## src/hdl/ssvf_pkg.sv

```systemverilog
// Shared types and constants for the stereo state-variable filter.
// Holds register indices, output modes, sequencer state and step codes, post-add controls and datapath widths.
// No dependencies.
package ssvf_pkg;

    localparam int MUL_A_W = 34;
    localparam int MUL_B_W = 33;
    localparam int PROD_W  = MUL_A_W + MUL_B_W;
    localparam int ADD_W   = 48;
    localparam int SUM_W   = PROD_W + 1;

    localparam logic signed [MUL_B_W-1:0] TUNE_COEF_Q32 = 33'sd152982;

    localparam logic [2:0] REG_CUTOFF    = 3'd0;
    localparam logic [2:0] REG_RESONANCE = 3'd1;
    localparam logic [2:0] REG_LFO1_RATE = 3'd2;
    localparam logic [2:0] REG_LFO1_DEPTH = 3'd3;
    localparam logic [2:0] REG_LFO2_RATE = 3'd4;
    localparam logic [2:0] REG_LFO2_DEPTH = 3'd5;
    localparam logic [2:0] REG_DRY_GAIN  = 3'd6;
    localparam logic [2:0] REG_MODE      = 3'd7;

    localparam logic [1:0] MODE_LOW  = 2'd0;
    localparam logic [1:0] MODE_HIGH = 2'd1;

    typedef enum logic [2:0] {
        ST_IDLE,
        ST_MUL,
        ST_ACC,
        ST_SUM,
        ST_FIN
    } state_t;

    typedef enum logic [3:0] {
        STEP_L1C,
        STEP_L1S,
        STEP_L2C,
        STEP_L2S,
        STEP_COEF,
        STEP_LOW,
        STEP_HIGH,
        STEP_BAND,
        STEP_DRY
    } step_t;

    typedef enum logic [1:0] {
        SH_14,
        SH_18,
        SH_24,
        SH_30
    } shift_t;

    typedef struct packed {
        shift_t shift;
        logic   neg_prod;
        logic   neg_add;
    } post_t;

endpackage

```

## src/hdl/stereo_svf_with_dual_lfo.sv

```systemverilog
// Stereo state-variable filter with two quadrature LFOs, top level.
// A new pair is taken only in idle, so no pair is accepted until the last result is in the output register.
// One shared multiplier steps through 13 products per pair, each in a multiply state then an accumulate state.
// Reset (aresetn, synchronous, active low) loads default registers and zero state.
// Depends on ssvf_pkg and ssvf_mac.
module stereo_svf_with_dual_lfo #(
    parameter int SAMPLE_WIDTH = 24
) (
    input  logic                                      aclk,
    input  logic                                      aresetn,
    input  logic                                      cfg_we,
    input  logic [2:0]                                cfg_index,
    input  logic [23:0]                               cfg_data,
    input  logic                                      s_tvalid,
    output logic                                      s_tready,
    // left_sample, right_sample, zero pad
    input  logic [((2*SAMPLE_WIDTH+7)/8)*8-1:0]       s_tdata,
    output logic                                      m_tvalid,
    input  logic                                      m_tready,
    // left_result, right_result, zero pad
    output logic [((2*SAMPLE_WIDTH+7)/8)*8-1:0]       m_tdata
);
    import ssvf_pkg::*;

    localparam int DATA_W = ((2*SAMPLE_WIDTH+7)/8)*8;
    localparam int PAD_W  = DATA_W - 2*SAMPLE_WIDTH;
    localparam int FRAC   = SAMPLE_WIDTH - 4;
    localparam int UP     = (FRAC >= 16) ? FRAC - 16 : 0;
    localparam int DN     = (FRAC >= 16) ? 0 : 16 - FRAC;

    state_t state_reg, state_next;
    step_t  step_reg, step_next;
    logic   ch_reg, ch_next;

    logic [14:0]        cutoff_reg;
    logic [15:0]        res_gain_reg;
    logic [23:0]        rate1_reg, rate2_reg;
    logic signed [15:0] dry_reg;
    logic [1:0]         mode_reg;

    logic signed [31:0] s1_reg, c1_reg, s2_reg, c2_reg;
    logic signed [31:0] low_l_reg, band_l_reg, low_r_reg, band_r_reg;
    logic signed [31:0] f_reg, high_reg;
    logic signed [MUL_A_W-1:0] sum_reg;

    logic signed [SAMPLE_WIDTH-1:0] in_l_reg, in_r_reg;
    logic signed [SAMPLE_WIDTH-1:0] res_l_reg, res_r_reg;
    logic                           m_valid_reg;
    logic [DATA_W-1:0]              m_data_reg;

    logic signed [31:0]             low_cur, band_cur, sel_cur;
    logic signed [SAMPLE_WIDTH-1:0] in_cur;
    logic signed [MUL_A_W-1:0]      in_ext, x_val, diff;
    logic signed [ADD_W-1:0]        sel_q;

    logic signed [MUL_A_W-1:0] mul_a;
    logic signed [MUL_B_W-1:0] mul_b;
    post_t                     post;
    logic signed [ADD_W-1:0]   addend;
    logic signed [31:0]        res_word;
    logic signed [SAMPLE_WIDTH-1:0] res_sample;
    logic                      out_free;

    assign s_tready = (state_reg == ST_IDLE);
    assign m_tvalid = m_valid_reg;
    assign m_tdata  = m_data_reg;
    assign out_free = !m_valid_reg || m_tready;

    assign low_cur  = ch_reg ? low_r_reg : low_l_reg;
    assign band_cur = ch_reg ? band_r_reg : band_l_reg;
    assign in_cur   = ch_reg ? in_r_reg : in_l_reg;
    assign in_ext   = MUL_A_W'(in_cur);
    assign x_val    = (in_ext >>> UP) <<< DN;
    assign diff     = x_val - MUL_A_W'(band_cur);

    always_comb begin
        case (mode_reg)
            MODE_LOW:  sel_cur = low_cur;
            MODE_HIGH: sel_cur = high_reg;
            default:   sel_cur = band_cur;
        endcase
        sel_q = (ADD_W'(sel_cur) <<< UP) >>> DN;
    end

    // next state
    always_comb begin
        state_next = state_reg;
        step_next  = step_reg;
        ch_next    = ch_reg;
        case (state_reg)
            ST_IDLE: begin
                if (s_tvalid) begin
                    state_next = ST_MUL;
                    step_next  = STEP_L1C;
                    ch_next    = 1'b0;
                end
            end
            ST_MUL: begin
                state_next = ST_ACC;
            end
            ST_ACC: begin
                state_next = ST_MUL;
                case (step_reg)
                    STEP_L1C:  step_next = STEP_L1S;
                    STEP_L1S:  step_next = STEP_L2C;
                    STEP_L2C:  step_next = STEP_L2S;
                    STEP_L2S:  state_next = ST_SUM;
                    STEP_COEF: step_next = STEP_LOW;
                    STEP_LOW:  step_next = STEP_HIGH;
                    STEP_HIGH: step_next = STEP_BAND;
                    STEP_BAND: step_next = STEP_DRY;
                    STEP_DRY: begin
                        if (ch_reg) begin
                            state_next = ST_FIN;
                        end else begin
                            ch_next   = 1'b1;
                            step_next = STEP_LOW;
                        end
                    end
                    default: state_next = ST_IDLE;
                endcase
            end
            ST_SUM: begin
                state_next = ST_MUL;
                step_next  = STEP_COEF;
            end
            ST_FIN: begin
                if (out_free) begin
                    state_next = ST_IDLE;
                end
            end
            default: state_next = ST_IDLE;
        endcase
    end

    // operand and post-add selection
    always_comb begin
        mul_a         = '0;
        mul_b         = '0;
        post.shift    = SH_30;
        post.neg_prod = 1'b0;
        post.neg_add  = 1'b0;
        addend        = '0;
        case (step_reg)
            STEP_L1C: begin
                mul_a = MUL_A_W'(s1_reg);
                mul_b = $signed(MUL_B_W'(rate1_reg));
                post.shift    = SH_24;
                post.neg_prod = 1'b1;
                addend        = ADD_W'(c1_reg);
            end
            STEP_L1S: begin
                mul_a = MUL_A_W'(c1_reg);
                mul_b = $signed(MUL_B_W'(rate1_reg));
                post.shift = SH_24;
                addend     = ADD_W'(s1_reg);
            end
            STEP_L2C: begin
                mul_a = MUL_A_W'(s2_reg);
                mul_b = $signed(MUL_B_W'(rate2_reg));
                post.shift    = SH_24;
                post.neg_prod = 1'b1;
                addend        = ADD_W'(c2_reg);
            end
            STEP_L2S: begin
                mul_a = MUL_A_W'(c2_reg);
                mul_b = $signed(MUL_B_W'(rate2_reg));
                post.shift = SH_24;
                addend     = ADD_W'(s2_reg);
            end
            STEP_COEF: begin
                mul_a      = sum_reg;
                mul_b      = TUNE_COEF_Q32;
                post.shift = SH_18;
            end
            STEP_LOW: begin
                mul_a      = MUL_A_W'(f_reg);
                mul_b      = MUL_B_W'(band_cur);
                post.shift = SH_30;
                addend     = ADD_W'(low_cur);
            end
            STEP_HIGH: begin
                mul_a        = diff;
                mul_b        = $signed(MUL_B_W'(res_gain_reg));
                post.shift   = SH_14;
                post.neg_add = 1'b1;
                addend       = ADD_W'(low_cur);
            end
            STEP_BAND: begin
                mul_a      = MUL_A_W'(f_reg);
                mul_b      = MUL_B_W'(high_reg);
                post.shift = SH_30;
                addend     = ADD_W'(band_cur);
            end
            STEP_DRY: begin
                mul_a      = MUL_A_W'(dry_reg);
                mul_b      = MUL_B_W'(in_cur);
                post.shift = SH_14;
                addend     = sel_q;
            end
            default: begin
                mul_a = '0;
            end
        endcase
    end

    ssvf_mac #(
        .SAMPLE_WIDTH (SAMPLE_WIDTH)
    ) u_mac (
        .aclk       (aclk),
        .mul_a      (mul_a),
        .mul_b      (mul_b),
        .post       (post),
        .addend     (addend),
        .res_word   (res_word),
        .res_sample (res_sample)
    );

    always_ff @(posedge aclk) begin
        if (!aresetn) begin
            state_reg <= ST_IDLE;
            step_reg  <= STEP_L1C;
            ch_reg    <= 1'b0;
        end else begin
            state_reg <= state_next;
            step_reg  <= step_next;
            ch_reg    <= ch_next;
        end
    end

    always_ff @(posedge aclk) begin
        if (!aresetn) begin
            cutoff_reg   <= 15'd1000;
            res_gain_reg <= 16'd16384;
            rate1_reg    <= '0;
            rate2_reg    <= '0;
            dry_reg      <= '0;
            mode_reg     <= MODE_LOW;
            s1_reg       <= '0;
            c1_reg       <= '0;
            s2_reg       <= '0;
            c2_reg       <= '0;
            low_l_reg    <= '0;
            band_l_reg   <= '0;
            low_r_reg    <= '0;
            band_r_reg   <= '0;
        end else if (cfg_we) begin
            case (cfg_index)
                REG_CUTOFF:     cutoff_reg   <= cfg_data[14:0];
                REG_RESONANCE:  res_gain_reg <= cfg_data[15:0];
                REG_LFO1_RATE:  rate1_reg    <= cfg_data;
                REG_LFO1_DEPTH: c1_reg       <= {cfg_data[15:0], 16'h0000};
                REG_LFO2_RATE:  rate2_reg    <= cfg_data;
                REG_LFO2_DEPTH: c2_reg       <= {cfg_data[15:0], 16'h0000};
                REG_DRY_GAIN:   dry_reg      <= cfg_data[15:0];
                REG_MODE:       mode_reg     <= cfg_data[1:0];
                default:        mode_reg     <= mode_reg;
            endcase
        end else if (state_reg == ST_ACC) begin
            case (step_reg)
                STEP_L1C: c1_reg <= res_word;
                STEP_L1S: s1_reg <= res_word;
                STEP_L2C: c2_reg <= res_word;
                STEP_L2S: s2_reg <= res_word;
                STEP_LOW: begin
                    if (ch_reg) begin
                        low_r_reg <= res_word;
                    end else begin
                        low_l_reg <= res_word;
                    end
                end
                STEP_BAND: begin
                    if (ch_reg) begin
                        band_r_reg <= res_word;
                    end else begin
                        band_l_reg <= res_word;
                    end
                end
                default: s1_reg <= s1_reg;
            endcase
        end
    end

    always_ff @(posedge aclk) begin
        if (s_tvalid && s_tready) begin
            in_l_reg <= s_tdata[SAMPLE_WIDTH-1:0];
            in_r_reg <= s_tdata[2*SAMPLE_WIDTH-1:SAMPLE_WIDTH];
        end
        if (state_reg == ST_SUM) begin
            sum_reg <= MUL_A_W'(s1_reg) + MUL_A_W'(s2_reg)
                       + $signed(MUL_A_W'({cutoff_reg, 16'h0000}));
        end
        if (state_reg == ST_ACC) begin
            case (step_reg)
                STEP_COEF: f_reg    <= res_word;
                STEP_HIGH: high_reg <= res_word;
                STEP_DRY: begin
                    if (ch_reg) begin
                        res_r_reg <= res_sample;
                    end else begin
                        res_l_reg <= res_sample;
                    end
                end
                default: f_reg <= f_reg;
            endcase
        end
    end

    always_ff @(posedge aclk) begin
        if (!aresetn) begin
            m_valid_reg <= 1'b0;
        end else if (state_reg == ST_FIN && out_free) begin
            m_valid_reg <= 1'b1;
        end else if (m_tready) begin
            m_valid_reg <= 1'b0;
        end
    end

    always_ff @(posedge aclk) begin
        if (state_reg == ST_FIN && out_free) begin
            m_data_reg <= {{PAD_W{1'b0}}, res_r_reg, res_l_reg};
        end
    end

    a_accept_starts: assert property (@(posedge aclk) disable iff (!aresetn)
        s_tvalid && s_tready |=> state_reg == ST_MUL && step_reg == STEP_L1C && !ch_reg)
        else $error("input transfer did not start the step sequence");

    a_fin_delivers: assert property (@(posedge aclk) disable iff (!aresetn)
        state_reg == ST_FIN && out_free |=> m_tvalid && state_reg == ST_IDLE)
        else $error("finished pair not moved into the output register");

    a_right_follows: assert property (@(posedge aclk) disable iff (!aresetn)
        state_reg == ST_ACC && step_reg == STEP_DRY && !ch_reg
        |=> ch_reg && step_reg == STEP_LOW && state_reg == ST_MUL)
        else $error("right channel did not follow the left channel");

endmodule

```

## src/hdl/ssvf_mac.sv

```systemverilog
// Shared multiply and post-add unit of the stereo state-variable filter.
// Registers one signed product, then shifts, adds and saturates it.
// Depends on ssvf_pkg.
module ssvf_mac #(
    parameter int SAMPLE_WIDTH = 24
) (
    input  logic                                  aclk,
    input  logic signed [ssvf_pkg::MUL_A_W-1:0]   mul_a,
    input  logic signed [ssvf_pkg::MUL_B_W-1:0]   mul_b,
    input  ssvf_pkg::post_t                       post,
    input  logic signed [ssvf_pkg::ADD_W-1:0]     addend,
    output logic signed [31:0]                    res_word,
    output logic signed [SAMPLE_WIDTH-1:0]        res_sample
);
    import ssvf_pkg::*;

    localparam logic signed [SUM_W-1:0] WORD_MAX =
        $signed({{(SUM_W-31){1'b0}}, {31{1'b1}}});
    localparam logic signed [SUM_W-1:0] WORD_MIN = ~WORD_MAX;
    localparam logic signed [SUM_W-1:0] SMP_MAX =
        $signed({{(SUM_W-SAMPLE_WIDTH+1){1'b0}}, {(SAMPLE_WIDTH-1){1'b1}}});
    localparam logic signed [SUM_W-1:0] SMP_MIN = ~SMP_MAX;

    logic signed [PROD_W-1:0] prod_reg;
    logic signed [PROD_W-1:0] shifted;
    logic signed [SUM_W-1:0]  prod_term;
    logic signed [SUM_W-1:0]  add_term;
    logic signed [SUM_W-1:0]  total;

    always_ff @(posedge aclk) begin
        prod_reg <= PROD_W'(mul_a) * PROD_W'(mul_b);
    end

    always_comb begin
        case (post.shift)
            SH_14:   shifted = prod_reg >>> 14;
            SH_18:   shifted = prod_reg >>> 18;
            SH_24:   shifted = prod_reg >>> 24;
            SH_30:   shifted = prod_reg >>> 30;
            default: shifted = prod_reg >>> 30;
        endcase
        prod_term = post.neg_prod ? -SUM_W'(shifted) : SUM_W'(shifted);
        add_term  = post.neg_add ? -SUM_W'(addend) : SUM_W'(addend);
        total     = prod_term + add_term;
    end

    always_comb begin
        if (total > WORD_MAX) begin
            res_word = WORD_MAX[31:0];
        end else if (total < WORD_MIN) begin
            res_word = WORD_MIN[31:0];
        end else begin
            res_word = total[31:0];
        end
        if (total > SMP_MAX) begin
            res_sample = SMP_MAX[SAMPLE_WIDTH-1:0];
        end else if (total < SMP_MIN) begin
            res_sample = SMP_MIN[SAMPLE_WIDTH-1:0];
        end else begin
            res_sample = total[SAMPLE_WIDTH-1:0];
        end
    end

endmodule

```

## config.mk

```make
export PLATFORM = sky130hd
export DESIGN_NAME = stereo_svf_with_dual_lfo
export DESIGN_NICKNAME = d
export VERILOG_FILES = /design/src/hdl/ssvf_pkg.sv /design/src/hdl/stereo_svf_with_dual_lfo.sv /design/src/hdl/ssvf_mac.sv
export SDC_FILE = /design/constraint.sdc
export NUM_CORES = 2
export LEC_CHECK = 0
export BUFFER_PORTS_ARGS = -buffer_cell sky130_fd_sc_hd__buf_2
export CAP_MARGIN = 10
export CORE_MARGIN = 4
export CORE_UTILIZATION = 30
export CTS_BUF_LIST = sky130_fd_sc_hd__clkbuf_16
export DETAILED_ROUTE_END_ITERATION = 12
export SYNTH_ARGS = -nofsm -noshare
export SYNTH_HDL_FRONTEND = slang
export SYNTH_SLANG_ARGS = --single-unit
export TNS_END_PERCENT = 1
```

## constraint.sdc

```tcl
create_clock -name aclk -period 15.1 [get_ports aclk]
set_clock_uncertainty 0.2 [all_clocks]
set_input_delay 2.265 -clock aclk [delete_from_list [all_inputs] [get_ports aclk]]
set_output_delay 2.265 -clock aclk [all_outputs]
set_load 0.05 [all_outputs]
```

**Word level (Yosys, flattened, before mapping)**

Cells that the tools add are included.

- Bits in registers: 671

- $add $sub $neg: 6
- Multipliers: 1
- $lt $le $gt $ge: 4
- Eq/ne operators: 30
- Muxes and demuxes: 39
- Bitwise gates (word level): 2
- Reductions and logical operators: 44

Operators by type and width:

| operator | count |
|---|---|
| $mux W32 | 12 |
| $pmux W48 S7 | 1 |
| $pmux W34 S8 | 1 |
| $pmux W67 S4 | 1 |
| $pmux W33 S7 | 1 |
| $mux W68 | 2 |
| $mux W24 | 3 |
| $add A68 B68 Y68 | 1 |
| $gt A68 B24 Y1 const B | 1 |
| $gt A68 B32 Y1 const B | 1 |
| $lt A68 B24 Y1 const B | 1 |
| $lt A68 B32 Y1 const B | 1 |
| $neg A48 Y68 | 1 |
| $neg A67 Y68 | 1 |
| $mul A34 B33 Y67 | 1 |
| $pmux W32 S2 | 1 |
| $add A33 B32 Y34 | 1 |
| $add A32 B32 Y33 | 1 |
| $sub A20 B32 Y33 | 1 |
| $pmux W4 S8 | 1 |
| $reduce_and A3 Y1 | 7 |
| $reduce_and A4 Y1 | 5 |
| $reduce_and A2 Y1 | 9 |
| $eq A4 B3 Y1 const B | 4 |
| other kinds (32) | 67 |

**Depth between registers and ports, before layout**

- Depth in word-level cells: 14
- Gate-level depth with buffers: 50

**By module**

From an unflattened synthesis, not the netlist that was laid out.

- Cells, all modules: 8718
- Area, all modules: 78801.8 um2

By module, submodules not included:

| module | times used | cells an instance | area an instance (um2) | seq. area each (um2) |
|---|---|---|---|---|
| ssvf_mac | 1 | 5448 | 48265.0 | 1061.0 |
| stereo_svf_with_dual_lfo | 1 | 3270 | 30536.8 | 14513.9 |

**Worst setup path before layout**

No wires, ideal clock.

- Path kind: register to register
- Start: register ch_reg
- End: register u_mac.prod_reg[64]
- Arrival time: 12.429 ns
- Data required time: 14.773 ns
- Setup slack: 2.344 ns
- Cell stages (with the launch flop): 45
- Buffers on the path: 6
- Clock period less this slack: 12.756 ns
- Cells stage by stage: dfxtp_1 -> buf_2 -> buf_2 -> buf_2 -> buf_1 -> clkbuf_1 -> mux2i_1 -> inv_1 -> ha_1 -> nor2b_1 -> o21ai_0 -> a21oi_1 -> o21ai_0 -> a21boi_0 -> o21ai_0 -> a21oi_1 -> a41oi_1 -> o21ai_0 -> (+9 left out) -> fa_1 -> fa_1 -> fa_1 -> fa_1 -> fa_1 -> ha_1 -> a21o_1 -> a21o_1 -> a21oi_1 -> nor2b_1 -> o21ai_0 -> nand2b_1 -> a21oi_1 -> nand3_1 -> a31o_2 -> a31oi_1 -> o21ai_0 -> xor2_1

- Cells in the longest elaborated chain, start to end: 4
- Elaborated cells on any way between the ends: 6
- Those cells by class: 1 x add/sub; 1 x mul; 4 x mux

RTL lines:

| what | RTL line | source |
|---|---|---|
| from (decl) | stereo_svf_with_dual_lfo.sv:33 | `logic ch_reg, ch_next;` |
| from (signal assigned) | stereo_svf_with_dual_lfo.sv:227 | `ch_reg <= ch_next;` |
| $mux W24 / $mux W32 (equally long branches) | stereo_svf_with_dual_lfo.sv:71, stereo_svf_with_dual_lfo.sv:70 |  |
| $sub A20 B32 Y33 | stereo_svf_with_dual_lfo.sv:74 | `assign diff = x_val - MUL_A_W'(band_cur);` |
| $pmux W34 S8 | stereo_svf_with_dual_lfo.sv:144 | `case (step_reg)` |
| $mul A34 B33 Y67 * | ssvf_mac.sv:31 | `prod_reg <= PROD_W'(mul_a) * PROD_W'(mul_b);` |
| to (signal assigned) | ssvf_mac.sv:31 |  |
| to (decl) | ssvf_mac.sv:24 | `logic signed [PROD_W-1:0] prod_reg;` |

Every way passes the cells marked *; elsewhere a longest branch is shown, timed or not.
A chain may end at the register's enable or synchronous reset.

**Worst setup path in the final report**

- Start: register ch_reg
- End: register u_mac.prod_reg[61]

The elaborated chain is that of the path after synthesis.

==> run summary <==
Status: finished clean
Sequential share of power: 36.9%
Total power: 0.00526 W
DRC violation total after the first TritonRoute iteration: 7,803
Hold Vio Cnt, Final: 0
Final Max Tran Viols: 0
Clock share of power: 35.1%
Synth warnings: 0
First-pass GRT wire length: 474 mm
Post-synthesis mux area share: 2.23%
Port buffer count: 129
NetSw: 0.00198 W
DIE AREA: 269,000 um2
Reg clk slew, reported paths: 0.07 ns
Most frequent CP cell: fa_1
Initial antenna violation count: 16
Post-Syn Instances: 8,877
FF-to-FF Start: ch_reg
Main synth FF type: dfxtp_1
Commonest cells after routing, fill and taps aside: 1,366 x inv_1, 1,257 x nand2_1, 1,194 x fa_1
TritonCTS sink count: 657
Crit Path Max Fanout: 29
Final worst-path cycle share: 91.7%
Worst rel slew slack: 13.7%
Cell accounting for the most synthesized area: fa_1
Logic pwr share: 28.0%
Chip width: 519 um
Post-synthesis cell type count: 115
Via density: 5.47
Share of the synthesized area in the top cell type: 30.6%
Crit path largest cell delay: 0.79 ns
Count of flip-flops with a built-in enable after synthesis: 242
Hold path endpoint: m_tdata[25]
Die height: 519 um
Fmax: 72.2 MHz
Vias in the first global route: 68,138
Top cells by area, synth: fa_1 31%, dfxtp_1 11%, edfxtp_1 9.3%
Hold crit path type: reg -> reg
Switching Fraction: 37.6%
Largest family of logic cells by synthesized area: adder cells
Slew @ Worst Pin: 1.29 ns
Cts bufs inserted: 74
Critical Path AT: 14.26 ns
Flops & latches, synth: 657
Register area share after synthesis: 19.9%
Hold-fix buffers, CTS: 0
Share of cells above drive strength 1: 7.79%
Syn avg cell area: 8.81 um2
Routability cong.: 0.995
Post-CTS Setup Bufs: 0
Pint: 0.00329 W
Worst setup EP type: flip-flop
Compound-cell area share of the yosys netlist: 15.0%
Worst Path Required: 15.51 ns
Mapped Nets: 10,514
Worst VDD drop: 83.2 uV
Max Buffers Root-to-Sink: 3
Hold depth: 0
Largest net degree at the start of global routing: 103
Flop2flop setup slack: 1.25 ns
RSZ-0062 raised after global routing: false
Fillers: 26,688
Remaining DRCs: 0
Slowest-stage cell, CP: dfxtp_4
Post-route ant nets: 0
Initial core utilization: 30.1%
H-Tree Depth: 3
WL per Instance: 26.6 um
Boundary Pins: 130
CTS tree: built
Drt pass-1 iters: 11
Setup Total Neg Slack: 0 ns
Area growth syn-to-layout: 9.51%
Gr ovfl total: 0
Min-delay src: res_r_reg[1]
Core area: 259,000 um2
Setup-failing EPs final: 0
Root Driver: clkbuf_16
Vias: 67,146
Fin crit period: 13.85 ns
Commonest non-fill, non-tap cell in the layout: inv_1
Max reg flops: 53
Worst-skew pair later-pin latency: 0.75 ns
Simple-gate share of the synthesized area: 14.7%
Reg2Reg Capture Point: u_mac.prod_reg[61]
WS Path Type: reg -> reg
FF-to-FF path depth: 41
Syn Std Cell Area: 78,200 um2
Ys async rst share: 0%
Leak: 37.3 nW
Startpoint types: flip-flop
Row Count: 187
Final wirelength: 326 mm
Power density over the cells: 61.5 nW/um2
Final nets: 10,437
Synth Area in XOR/XNOR: 2.60%
HPWL after DPL: 258 mm
Max-cap viol count: 0
Post-CTS Resized: 0
Adder-cell share of the synthesized area: 36.4%
GRT Util Overall: 23.7%
## layout make-up
cell class / instances / area, um2 / share of cell area [%]
multi-input combinational: 6360 / 55900 / 65.3
sequential: 657 / 15600 / 18.2
inverter: 1357 / 5090 / 5.95
tap: 3402 / 4260 / 4.97
timing repair buffer: 350 / 2340 / 2.73
clock buffer: 76 / 1900 / 2.22
clock inverter: 61 / 533 / 0.622
antenna: 4 / 10.0 / 0.0117
## power groups by stage
stage          Combinational, W  Sequential (W)  Clock [W]
4_1_cts                 0.00143         0.00194    0.00188
6_report                0.00148         0.00194    0.00185
3_5_place_dp            0.00142         0.00198          0
5_1_grt                 0.00155         0.00194    0.00194
2_1_floorplan          0.000882         0.00196          0
3_3_place_gp            0.00141         0.00198          0
## synth_stat cells (53+ instances only)
cell type / count
buf_2: 53
edfxtp_1: 242
a21oi_1: 517
nand2_1: 1257
inv_1: 1351
nor3_1: 64
a21o_1: 91
nor2b_1: 84
clkbuf_1: 397
ha_1: 363
dfxtp_1: 415
xor2_1: 72
nand3_1: 78
nand2b_1: 57
fa_1: 1194
o21ai_0: 418
nor2_1: 720
mux2i_1: 117
nand4_1: 63
xnor2_1: 154
o21ai_1: 56
o211ai_1: 73
and2_1: 75
a21boi_0: 107
## per-stage QoR
step / hold WS (ns) / utilization (%) / std cells / area (um2) / worst slack, ns
detailed placement: 0.205 / 32.1 / 12125 / 83200 / 1.53
global placement: 0.204 / 32.1 / 12125 / 83200 / 1.62
floorplan: 0.200 / - / 8877 / 78200 / 2.34
global route: 0.220 / 33.0 / 12265 / 85700 / 0.646
finish: 0.204 / 33.0 / 12267 / 85700 / 1.25
CTS: 0.204 / 33.0 / 12262 / 85600 / 1.47
## worst max-delay path: cells and delay by family (launching register included)
family                   cells  cell delay [ns]
flip-flops                   1             0.79
buffers and inverters        6             0.85
XOR/XNOR                     1             0.14
multiplexers                 1             0.47
AND/OR/NAND/NOR              3             1.06
adder cells (fa/ha/maj)     10             4.80
AO/OA/AOI/OAI               20             5.35
## cells by family (layout without fill, tap and decap cells)
logic type               Yosys count  in the layout
XOR/XNOR                         228            228
adder cells (fa/ha/maj)         1557           1557
AO/OA/AOI/OAI                   1811           1811
buffers and inverters           1860           1844
AND/OR/NAND/NOR                 2598           2598
flip-flops                       657            657
multiplexers                     166            166
other                              0              4
## how the worst max path moves through the flow
| stage | from | to | slack [ns] | cells past startpoint |
|---|---|---|---|---|
| finish | ch_reg | u_mac.prod_reg[61] | 1.25 | 41 |
| detailed placement | ch_reg | u_mac.prod_reg[61] | 1.53 | 41 |
| global placement | ch_reg | u_mac.prod_reg[66] | 1.62 | 41 |
| global route | ch_reg | u_mac.prod_reg[64] | 0.65 | 40 |
| CTS | ch_reg | u_mac.prod_reg[61] | 1.47 | 41 |
| floorplan | ch_reg | u_mac.prod_reg[64] | 2.34 | 44 |
## per-layer routing
metal,share of wire [%],track usage (%),vias to the layer above,routed length (um)
met3,9.8,5.12,924,31900
li1,-,-,28734,-
met4,7.8,15.2,12,25600
met2,43,35.6,3689,139000
met5,0.057,0.302,-,185
met1,40,30.8,33787,129000
Power figures use the tool's default switching activity.
